### src/rtl/core/hst_pkg.sv
package hst_pkg;

  // Table geometry
  localparam int SLOTS         = 1024;
  localparam int SLOT_BITS     = $clog2(SLOTS);
  localparam int ROW_BITS      = 32;
  localparam int ROWS          = SLOTS / ROW_BITS;
  localparam int ROW_ADDR_BITS = $clog2(ROWS);
  localparam int BIT_IDX_BITS  = $clog2(ROW_BITS);

  // Field widths
  localparam int ACTION_BITS   = 2;
  localparam int VALUE_BITS    = 64;
  localparam int HANDLE_BITS   = 21;
  localparam int STATUS_BITS   = 2;
  localparam int COUNT_BITS    = 10;

  // Handle encoding: handle = (slot + 1) * (2**HANDLE_SHIFT + 1)
  localparam int HANDLE_SHIFT  = 10;
  localparam int QUOT_BITS     = HANDLE_BITS - HANDLE_SHIFT;

  // Stream payload layout
  localparam int IN_ACT_LSB    = 0;
  localparam int IN_VAL_LSB    = IN_ACT_LSB + ACTION_BITS;
  localparam int IN_HDL_LSB    = IN_VAL_LSB + VALUE_BITS;
  localparam int IN_USED       = IN_HDL_LSB + HANDLE_BITS;
  localparam int IN_BITS       = ((IN_USED + 7) / 8) * 8;
  localparam int OUT_USED      = STATUS_BITS + HANDLE_BITS + VALUE_BITS + COUNT_BITS;
  localparam int OUT_BITS      = ((OUT_USED + 7) / 8) * 8;

  // Action codes
  localparam logic [ACTION_BITS-1:0] ACT_ALLOC   = 2'd0;
  localparam logic [ACTION_BITS-1:0] ACT_LOOKUP  = 2'd1;
  localparam logic [ACTION_BITS-1:0] ACT_RELEASE = 2'd2;

  // Status codes
  localparam logic [STATUS_BITS-1:0] ST_OK   = 2'd0;
  localparam logic [STATUS_BITS-1:0] ST_FULL = 2'd1;
  localparam logic [STATUS_BITS-1:0] ST_BAD  = 2'd2;

  typedef enum logic [2:0] {
    S_CLEAR,
    S_IDLE,
    S_SCAN,
    S_CHK,
    S_DONE
  } state_t;

  typedef struct packed {
    logic                 ok;
    logic [SLOT_BITS-1:0] slot;
  } hdec_t;

  // q * (2**HANDLE_SHIFT + 1) as a shift and an add
  function automatic logic [HANDLE_BITS-1:0] stride_mul(input logic [QUOT_BITS-1:0] q);
    logic [HANDLE_BITS-1:0] sh;
    sh = {q, {HANDLE_SHIFT{1'b0}}};
    return sh + HANDLE_BITS'(q);
  endfunction

endpackage

### src/rtl/core/hst_handle_dec.sv
module hst_handle_dec (
  input  logic [hst_pkg::HANDLE_BITS-1:0] handle,
  output hst_pkg::hdec_t                  dec
);
  import hst_pkg::*;

  logic [QUOT_BITS-1:0] q0;
  logic [QUOT_BITS-1:0] q1;
  logic [QUOT_BITS-1:0] q;
  logic                 m0;
  logic                 m1;

  // The quotient is either the top bits or one less
  assign q0 = handle[HANDLE_BITS-1:HANDLE_SHIFT];
  assign q1 = q0 - 1'b1;
  assign m0 = (stride_mul(q0) == handle);
  assign m1 = (q0 != '0) && (stride_mul(q1) == handle);
  assign q  = m0 ? q0 : q1;

  assign dec.ok   = (m0 || m1) && (q != '0) &&
                    ({1'b0, q} <= (QUOT_BITS + 1)'(SLOTS));
  assign dec.slot = SLOT_BITS'(q - 1'b1);

endmodule

### config.mk
export PLATFORM = sky130hd
export DESIGN_NAME = hst_handle_dec
export DESIGN_NICKNAME = d
export VERILOG_FILES = /design/src/rtl/core/hst_pkg.sv /design/src/rtl/core/hst_handle_dec.sv
export SDC_FILE = /design/constraint.sdc
export NUM_CORES = 1
export LEC_CHECK = 0
export BUFFER_PORTS_ARGS = -buffer_cell sky130_fd_sc_hd__buf_2
export CAP_MARGIN = 20
export CORE_MARGIN = 1
export CORE_UTILIZATION = 43
export DETAILED_ROUTE_END_ITERATION = 10
export PLACE_DENSITY = 0.73
export SYNTH_ARGS = -nofsm -noshare
export SYNTH_HDL_FRONTEND = slang
export SYNTH_SLANG_ARGS = --single-unit
export TNS_END_PERCENT = 100
### constraint.sdc
create_clock -name vclk -period 2.8
set_input_delay 0.28 -clock vclk [all_inputs]
set_output_delay 0.28 -clock vclk [all_outputs]
set_load 0.01 [all_outputs]
==> metrics, run 1 <==
Max Slew Vio Count 0; VDD IR max 0.112 mV; clock buffers 0; Synth area leaders xnor2_1 (11%), xor2_1 (9.9%), ha_1 (7.6%); vias in the first global route approximately 1,500; status finished, violations left; Slew @ Worst Pin approximately 0.45 ns; Crit path top cell by count o21ai_2; global-route wire length before repair 6380 um; core area ~0.0025 mm^2; Fillers 214; register area share after synthesis 0%; Leakage roughly 0.00077 uW; area of the multi-input gates 0.00125 mm^2; CP required 2.52 ns; Avg Cell Area, Syn around 7.1 um^2; switching share of power between 50% and 60%; Arrival @ worst endpoint between 2 and 3 ns; violated checks setup timing; FMAX about 330 MHz; Storage cell area 0 um^2; nets about 260; num sequential 0; Worst Slack Setup Final -0.265 ns; WS Path Type primary input to primary output; Site Rows 18; pre-CTS setup slack -0.375 ns; count of different cell masters after synthesis between 50 and 60; Critical Path Stages 15; RD Place Congestion 0.903; Sw Pwr around 150 uW; Routed WL per cell roughly 17 um; type of the tightest min-delay check primary input to primary output; syn_nets 190; io pins 32; Int Power ~140 uW; Rel. slew slack between 60% and 70%; Layout area overhead 59.2%; commonest non-fill, non-tap cell in the layout buf_4; Fin Hold WS just over 1 ns; final core occ 73.3%; Starting Density 46.0%; fin area roughly 0.0018 mm^2; Final Hold Fails 0; GRT Total Usage around 30%; hold path depth 5; DR iter-0 viols between 40 and 50; most frequent cells in the layout buf_4 (40), buf_2 (29), nor2_1 (15), xor2_1 (12), nand2_1 (11); Pre-Repair DR Iteration Count 4; DRC 0; Seq pwr share 0%; gr ovfl total 0; crit path launch type primary input; Ant. Diodes 0; cell family with most CP delay compound AO/OA/AOI/OAI gates; layout cells sized above 1 between 50 and 60%; Slowest cell on crit path or4_4; initial antenna violation count 0; total power roughly 290 uW; period utilization 109%; HPWL Detailed just over 3000 um; Setup violations, final 6; Via density around 6.0; pwr dens approximately 160 mW/mm^2; worst path cell trace buf_6, or4_4, nor2_4, nand2_2, xnor2_2, ha_2, ha_4, o21ai_2, o21ai_2, a32oi_2, buf_4, o2bb2ai_2, a41oi_2, a311oi_2, buf_2; IO buf count 32; Gate power share 100.0%; die height between 50 and 60 um; Synth Cell Area 0.00115 mm^2; Crit. End Element primary output; worst path buffer plus inverter count 3; CP max stage delay between 0.5 and 0.6 ns; die area ~0.0029 mm^2; fin crit period just over 3 ns; largest net degree at the start of global routing 18; routed vias roughly 1,500; final WL 4300 um; Antenna Nets Post-Route 0; clock share of power 0%; unrepaired setup endpoints after global routing true; Die Span X between 50 and 60 um; Max-cap violations 0; post-synth top area share around a tenth; Area after DPL approximately 0.0016 mm^2; Syn. warnings 0; area leader, netlist xnor2_1; Critical Path Fanout Max 3; cells after synthesis between 150 and 200
==> power by group through the flow <==
stage | registers [uW] | logic (uW) | clock network (uW)
floorplan | 0 | 143 | 0
global placement | 0 | 228 | 0
detailed placement | 0 | 237 | 0
CTS | 0 | 259 | 0
global route | 0 | 307 | 0
finish | 0 | 288 | 0
==> synthesized netlist by cell type, types with 3 or more instances <==
master    number
nor4_1         3
o31ai_1        3
a31oi_1        4
o21ai_0        9
xnor2_1       14
nand4_1        6
nand3_1        4
or3_1          3
inv_1          6
xor2_1        13
nor3_1         4
buf_6          5
ha_1           7
a21oi_1        6
nor2_1        16
nand2b_1       3
nand2_1       12
==> logic make-up after synthesis <==
logic type      after synthesis  synth area share [%]
compound gates               38                  24.1
xor+xnor                     27                  20.5
fa+ha+maj                     7                  7.61
buf+inv                      16                  9.56
mux                           1                 0.978
simple gates                 73                  37.2
==> per-stage QoR <==
stage               setup TNS [ns]  instances
floorplan                  -0.0506        162
global placement             -1.40        250
detailed placement           -1.75        250
CTS                         -0.543        256
global route                 -1.29        258
finish                      -0.722        258
==> layout make-up <==
class,count,share of cell area [%]
multi-input cells,146,68.1
inverters,6,1.23
repair buffers,76,28.6
well taps,30,2.05
==> final timing paths <==
| kind | startpoint | to |
|---|---|---|
| setup / recovery | handle[13] | dec[10] |
| hold / removal | handle[18] | dec[8] |
==> layer usage <==
metal	vias up	share of wire [%]	global-route usage, %	wire, um
li1	728	-	-	-
met4	0	4.3	16.2	184
met3	14	5.1	2.82	220
met2	77	51	54.9	2200
met5	-	0	0	0
met1	718	39	33.1	1690
==> what timing repair did <==
item / 4_1_cts / 5_1_grt
pin swaps: 16 / 3
resized for setup: 21 / 19
setup endpoints to repair: 7 / 8
setup buffers: 5 / 2
cloned: 1 / 0
hold buffers: 0 / 0
Power figures use the tool's default switching activity.
==> run 2: changes to the inputs <==
--- a/config.mk
+++ b/config.mk
@@ -14,4 +14,4 @@
 export SYNTH_ARGS = -nofsm -noshare
 export SYNTH_HDL_FRONTEND = slang
 export SYNTH_SLANG_ARGS = --single-unit
-export TNS_END_PERCENT = 100
+export TNS_END_PERCENT = 5
==> metrics, run 2 (synthesized netlist as in run 1, its figures left out) <==
Setup violations, final 7 (+1); Storage cell area 0 um^2 (unchanged); Crit path top cell by count o21ai_1; vias in the first global route 1,451 (-1.2%); RD Place Congestion 0.903 (unchanged); switching share of power 51.7% (+0.60 points); cell family with most CP delay compound AO/OA/AOI/OAI gates; clock share of power 0% (unchanged); WS Path Type primary input to primary output; Slowest cell on crit path or4_4; pwr dens 153 mW/mm^2 (-2.7%); Final Hold Fails 0 (unchanged); Seq pwr share 0% (unchanged); Leakage 0.000730 uW (-5.4%); fin crit period 3.07 ns (+0.00505 ns); Die Span X 53.7 um (unchanged); IO buf count 32 (unchanged); fin area 0.00170 mm^2 (-7.1%); Sw Pwr 134 uW (-8.5%); Via density 5.88 (-1.3%); Ant. Diodes 0 (unchanged); post-route insts no fill 255 (-1.2%); Gate power share 100.0% (about the same); initial antenna violation count 0 (unchanged); nets 255 (-1.2%); Worst Slack Setup Final -0.270 ns (-0.00505 ns); largest net degree at the start of global routing 18 (unchanged); most frequent cells in the layout buf_4 (40), buf_2 (31), nor2_1 (14), xor2_1 (13), xnor2_1 (12); type of the tightest min-delay check primary input to primary output; period utilization 110% (+0.18 points); clock buffers 0 (unchanged); GRT Total Usage 28.2% (-1.6 points); gr ovfl total 0 (unchanged); Int Power 126 uW (-11%); Max Slew Vio Count 0 (unchanged); VDD IR max 0.107 mV (-4.2%); worst path cell trace buf_6, or4_4, nor2_4, nand2_2, xnor2_2, ha_2, ha_4, o21ai_1, o21ai_1, a32oi_2, a21oi_1, o2bb2ai_1, a41oi_2, a311oi_2, buf_2; HPWL Detailed 3100 um (unchanged); io pins 32 (unchanged); violated checks setup timing; Pre-Repair DR Iteration Count 4 (unchanged); Max-cap violations 0 (unchanged); CP required 2.52 ns (about the same); DRC 0 (unchanged); Critical Path Fanout Max 3 (unchanged); worst path buffer plus inverter count 2 (-1); FMAX 326 MHz (-0.16%); layout cells sized above 1 48.0% (-6.4 points); Site Rows 18 (unchanged); placed insts 250 (unchanged); status finished, violations left; CP max stage delay 0.56 ns (about the same); global-route wire length before repair 6130 um (-3.9%); final WL 3890 um (-9.4%); Area after DPL 0.00158 mm^2 (unchanged); Starting Density 46.0% (unchanged); unrepaired setup endpoints after global routing true; DR iter-0 viols 34 (-29%); Routed WL per cell 15.3 um (-8.3%); core area 0.00250 mm^2 (unchanged); hold path depth 5 (unchanged); HP Start handle[18]; Antenna Nets Post-Route 0 (unchanged); commonest non-fill, non-tap cell in the layout buf_4; routed vias 1,500 (-2.4%); Rel. slew slack 62.8% (-6.6 points); Hold Crit Endpoint dec[8]; Crit. End Element primary output; num sequential 0 (unchanged); die area 0.00289 mm^2 (unchanged); Layout area overhead 47.9%; die height 53.7 um (unchanged); Slew @ Worst Pin 0.553 ns (+0.0984 ns); crit path launch type primary input; Arrival @ worst endpoint 2.79 ns (about the same)
-- run 2: changes by cell type in the layout (fill, tap and decap cells not counted), moves of 2 or more --
cell     before  now
o21ai_1       1    3
o21ai_2       5    2
buf_6         7    2
xnor2_2       4    2
buf_2        29   31
ha_4          4    2
nor4b_2       2    0
xnor2_1      10   12
ha_1          0    2
nor4b_1       0    2
-- run 2: worst max path at each step --
stage	startpoint	to	cells past startpoint
after global routing	handle[16]	dec[10]	15
after CTS	handle[13]	dec[10]	15
after global placement	handle[10]	dec[10]	13
after floorplan	handle[13]	dec[10]	12
after detailed placement	handle[15]	dec[10]	15
final	handle[13]	dec[10]	15
-- run 2: area by class of cell --
type / count / area [um^2]
Fill cell: 222 / 797
Inverter: 6 / 22.5
Multi-Input combinational cell: 146 / 1160
Tap cell: 30 / 37.5
Timing Repair Buffer: 73 / 478
-- run 2: timing repair --
| action | CTS | global route |
|---|---|---|
| gates resized for setup | 14 | 5 |
| pin swaps | 13 | 1 |
| endpoints found under the setup margin | 7 | 9 |
| buffers inserted | 5 | 0 |
| hold buffers | 0 | 0 |
-- run 2: through the flow --
step / setup TNS [ns] / power [uW] / utilization [%] / setup WS [ns] / hold slack [ns]
3_5_place_dp: -1.75 / 237 / 63.1 / -0.375 / 1.03
5_1_grt: -2.10 / 280 / 68.1 / -0.405 / 1.05
6_report: -1.18 / 260 / 68.1 / -0.270 / 1.03
3_3_place_gp: -1.40 / 228 / 63.1 / -0.291 / 1.02
2_1_floorplan: -0.0506 / 143 / - / -0.0506 / 0.712
4_1_cts: -1.06 / 252 / 67.1 / -0.244 / 1.03
-- run 2: routing by layer --
layer,vias up,wire length [um],GRT usage (%)
met3,10,161,0.565
met2,61,2000,53.1
met1,708,1630,33.9
met4,0,106,9.21
li1,721,-,-
met5,-,0,0
-- run 2: power groups by stage --
stage / combinational [uW] / sequential [uW] / clock (uW)
floorplan: 143 / 0 / 0
global placement: 228 / 0 / 0
detailed placement: 237 / 0 / 0
CTS: 252 / 0 / 0
global route: 280 / 0 / 0
finish: 260 / 0 / 0
-- run 2: worst min-delay path: stages --
cell and delay [ns]:
buf_2 0.11, buf_4 0.12, nand2_1 0.04, nand4_1 0.07, buf_2 0.12
==> run 3: changes to the inputs <==
--- a/config.mk
+++ b/config.mk
@@ -11,6 +11,8 @@
 export CORE_UTILIZATION = 43
 export DETAILED_ROUTE_END_ITERATION = 10
 export PLACE_DENSITY = 0.73
+export RECOVER_POWER = 100
+export SETUP_SLACK_MARGIN = 0.15
 export SYNTH_ARGS = -nofsm -noshare
 export SYNTH_HDL_FRONTEND = slang
 export SYNTH_SLANG_ARGS = --single-unit
==> metrics, run 3 (synthesized netlist as in run 1, its figures left out) <==
largest net degree at the start of global routing 18 (unchanged); unrepaired setup endpoints after global routing true; Seq pwr share 0% (unchanged); Starting Density 46.0% (unchanged); num sequential 0 (unchanged); WS Path Type primary input to primary output; layout cells sized above 1 48.0% (unchanged); Worst Slack Setup Final -0.270 ns (unchanged); Max Slew Vio Count 0 (unchanged); HPWL Detailed 3100 um (unchanged); Slew @ Worst Pin 0.553 ns (unchanged); core area 0.00250 mm^2 (unchanged); Final Hold Fails 0 (unchanged); Crit. End Element primary output; pre-CTS setup slack -0.375 ns (unchanged); DR iter-0 viols 34 (unchanged); worst path cell trace buf_6, or4_4, nor2_4, nand2_2, xnor2_2, ha_2, ha_4, o21ai_1, o21ai_1, a32oi_2, a21oi_1, o2bb2ai_1, a41oi_2, a311oi_2, buf_2; Antenna Nets Post-Route 0 (unchanged); Crit path top cell by count o21ai_1; IO buf count 32 (unchanged); Arrival @ worst endpoint 2.79 ns (about the same); Die Span X 53.7 um (unchanged); routed vias 1,500 (unchanged); Layout area overhead 47.9% (unchanged); Routed WL per cell 15.3 um (unchanged); total power 260 uW (unchanged); GRT Total Usage 28.2% (unchanged); period utilization 110% (unchanged); nets 255 (unchanged); worst path buffer plus inverter count 2 (unchanged); violated checks setup timing; CP required 2.52 ns (about the same); commonest non-fill, non-tap cell in the layout buf_4; CP max stage delay 0.56 ns (about the same); Ant. Diodes 0 (unchanged); Gate power share 100.0% (about the same); Max-cap violations 0 (unchanged); pwr dens 153 mW/mm^2 (unchanged); fin crit period 3.07 ns (unchanged); most frequent cells in the layout buf_4 (40), buf_2 (31), nor2_1 (14), xor2_1 (13), xnor2_1 (12); Sw Pwr 134 uW (unchanged); global-route wire length before repair 6130 um (unchanged); Via density 5.88 (unchanged); die height 53.7 um (unchanged); Slowest cell on crit path or4_4; gr ovfl total 0 (unchanged); DRC 0 (unchanged); RD Place Congestion 0.903 (unchanged); switching share of power 51.7% (unchanged); Storage cell area 0 um^2 (unchanged); initial antenna violation count 0 (unchanged); FMAX 326 MHz (unchanged); area of the multi-input gates 0.00116 mm^2 (unchanged); type of the tightest min-delay check primary input to primary output; clock buffers 0 (unchanged); Site Rows 18 (unchanged); VDD IR max 0.107 mV (unchanged); die area 0.00289 mm^2 (unchanged); Rel. slew slack 62.8% (unchanged); Critical Path Fanout Max 3 (unchanged); clock share of power 0% (unchanged); vias in the first global route 1,451 (unchanged); Pre-Repair DR Iteration Count 4 (unchanged); final WL 3890 um (unchanged); status finished, violations left; cell family with most CP delay compound AO/OA/AOI/OAI gates; crit path launch type primary input; Fillers 222 (unchanged); Leakage 0.000730 uW (unchanged); Int Power 126 uW (unchanged); io pins 32 (unchanged); Setup violations, final 7 (unchanged)
[run 3: final cells by class]
class	instances	area share [%]
well taps	30	2.20
multi-input cells	146	68.4
repair buffers	73	28.1
inverters	6	1.32
[run 3: routing by layer]
layer | vias up | routed length (um) | global-route usage [%]
li1 | 721 | - | -
met1 | 708 | 1630 | 33.9
met2 | 61 | 2000 | 53.1
met3 | 10 | 161 | 0.565
met4 | 0 | 106 | 9.21
met5 | - | 0 | 0
[run 3: metrics by stage]
stage	cells	instance area, um^2	setup TNS (ns)	hold WS (ns)	utilization (%)
CTS	255	1680	-1.06	1.03	67.1
global route	255	1700	-2.10	1.05	68.1
detailed placement	250	1580	-1.75	1.03	63.1
finish	255	1700	-1.18	1.03	68.1
floorplan	162	1210	-0.0506	0.712	-
global placement	250	1580	-1.40	1.02	63.1
[run 3: worst paths after layout]
check,startpoint,to,slack (ns),cells past startpoint
worst min-delay path,handle[18],dec[8],1.03,5
worst max-delay path,handle[13],dec[10],-0.27,15
[run 3: timing repair]
action | CTS | global route
pin swaps | 13 | 1
gates resized for setup | 14 | 5
hold buffers | 0 | 0
setup endpoints to repair | 9 | 9
setup buffers | 5 | 0
[run 3: power by group through the flow]
stage | Combinational, uW | Clock [uW] | Sequential [uW]
final | 260 | 0 | 0
after global routing | 280 | 0 | 0
after CTS | 252 | 0 | 0
after detailed placement | 237 | 0 | 0
after global placement | 228 | 0 | 0
after floorplan | 143 | 0 | 0
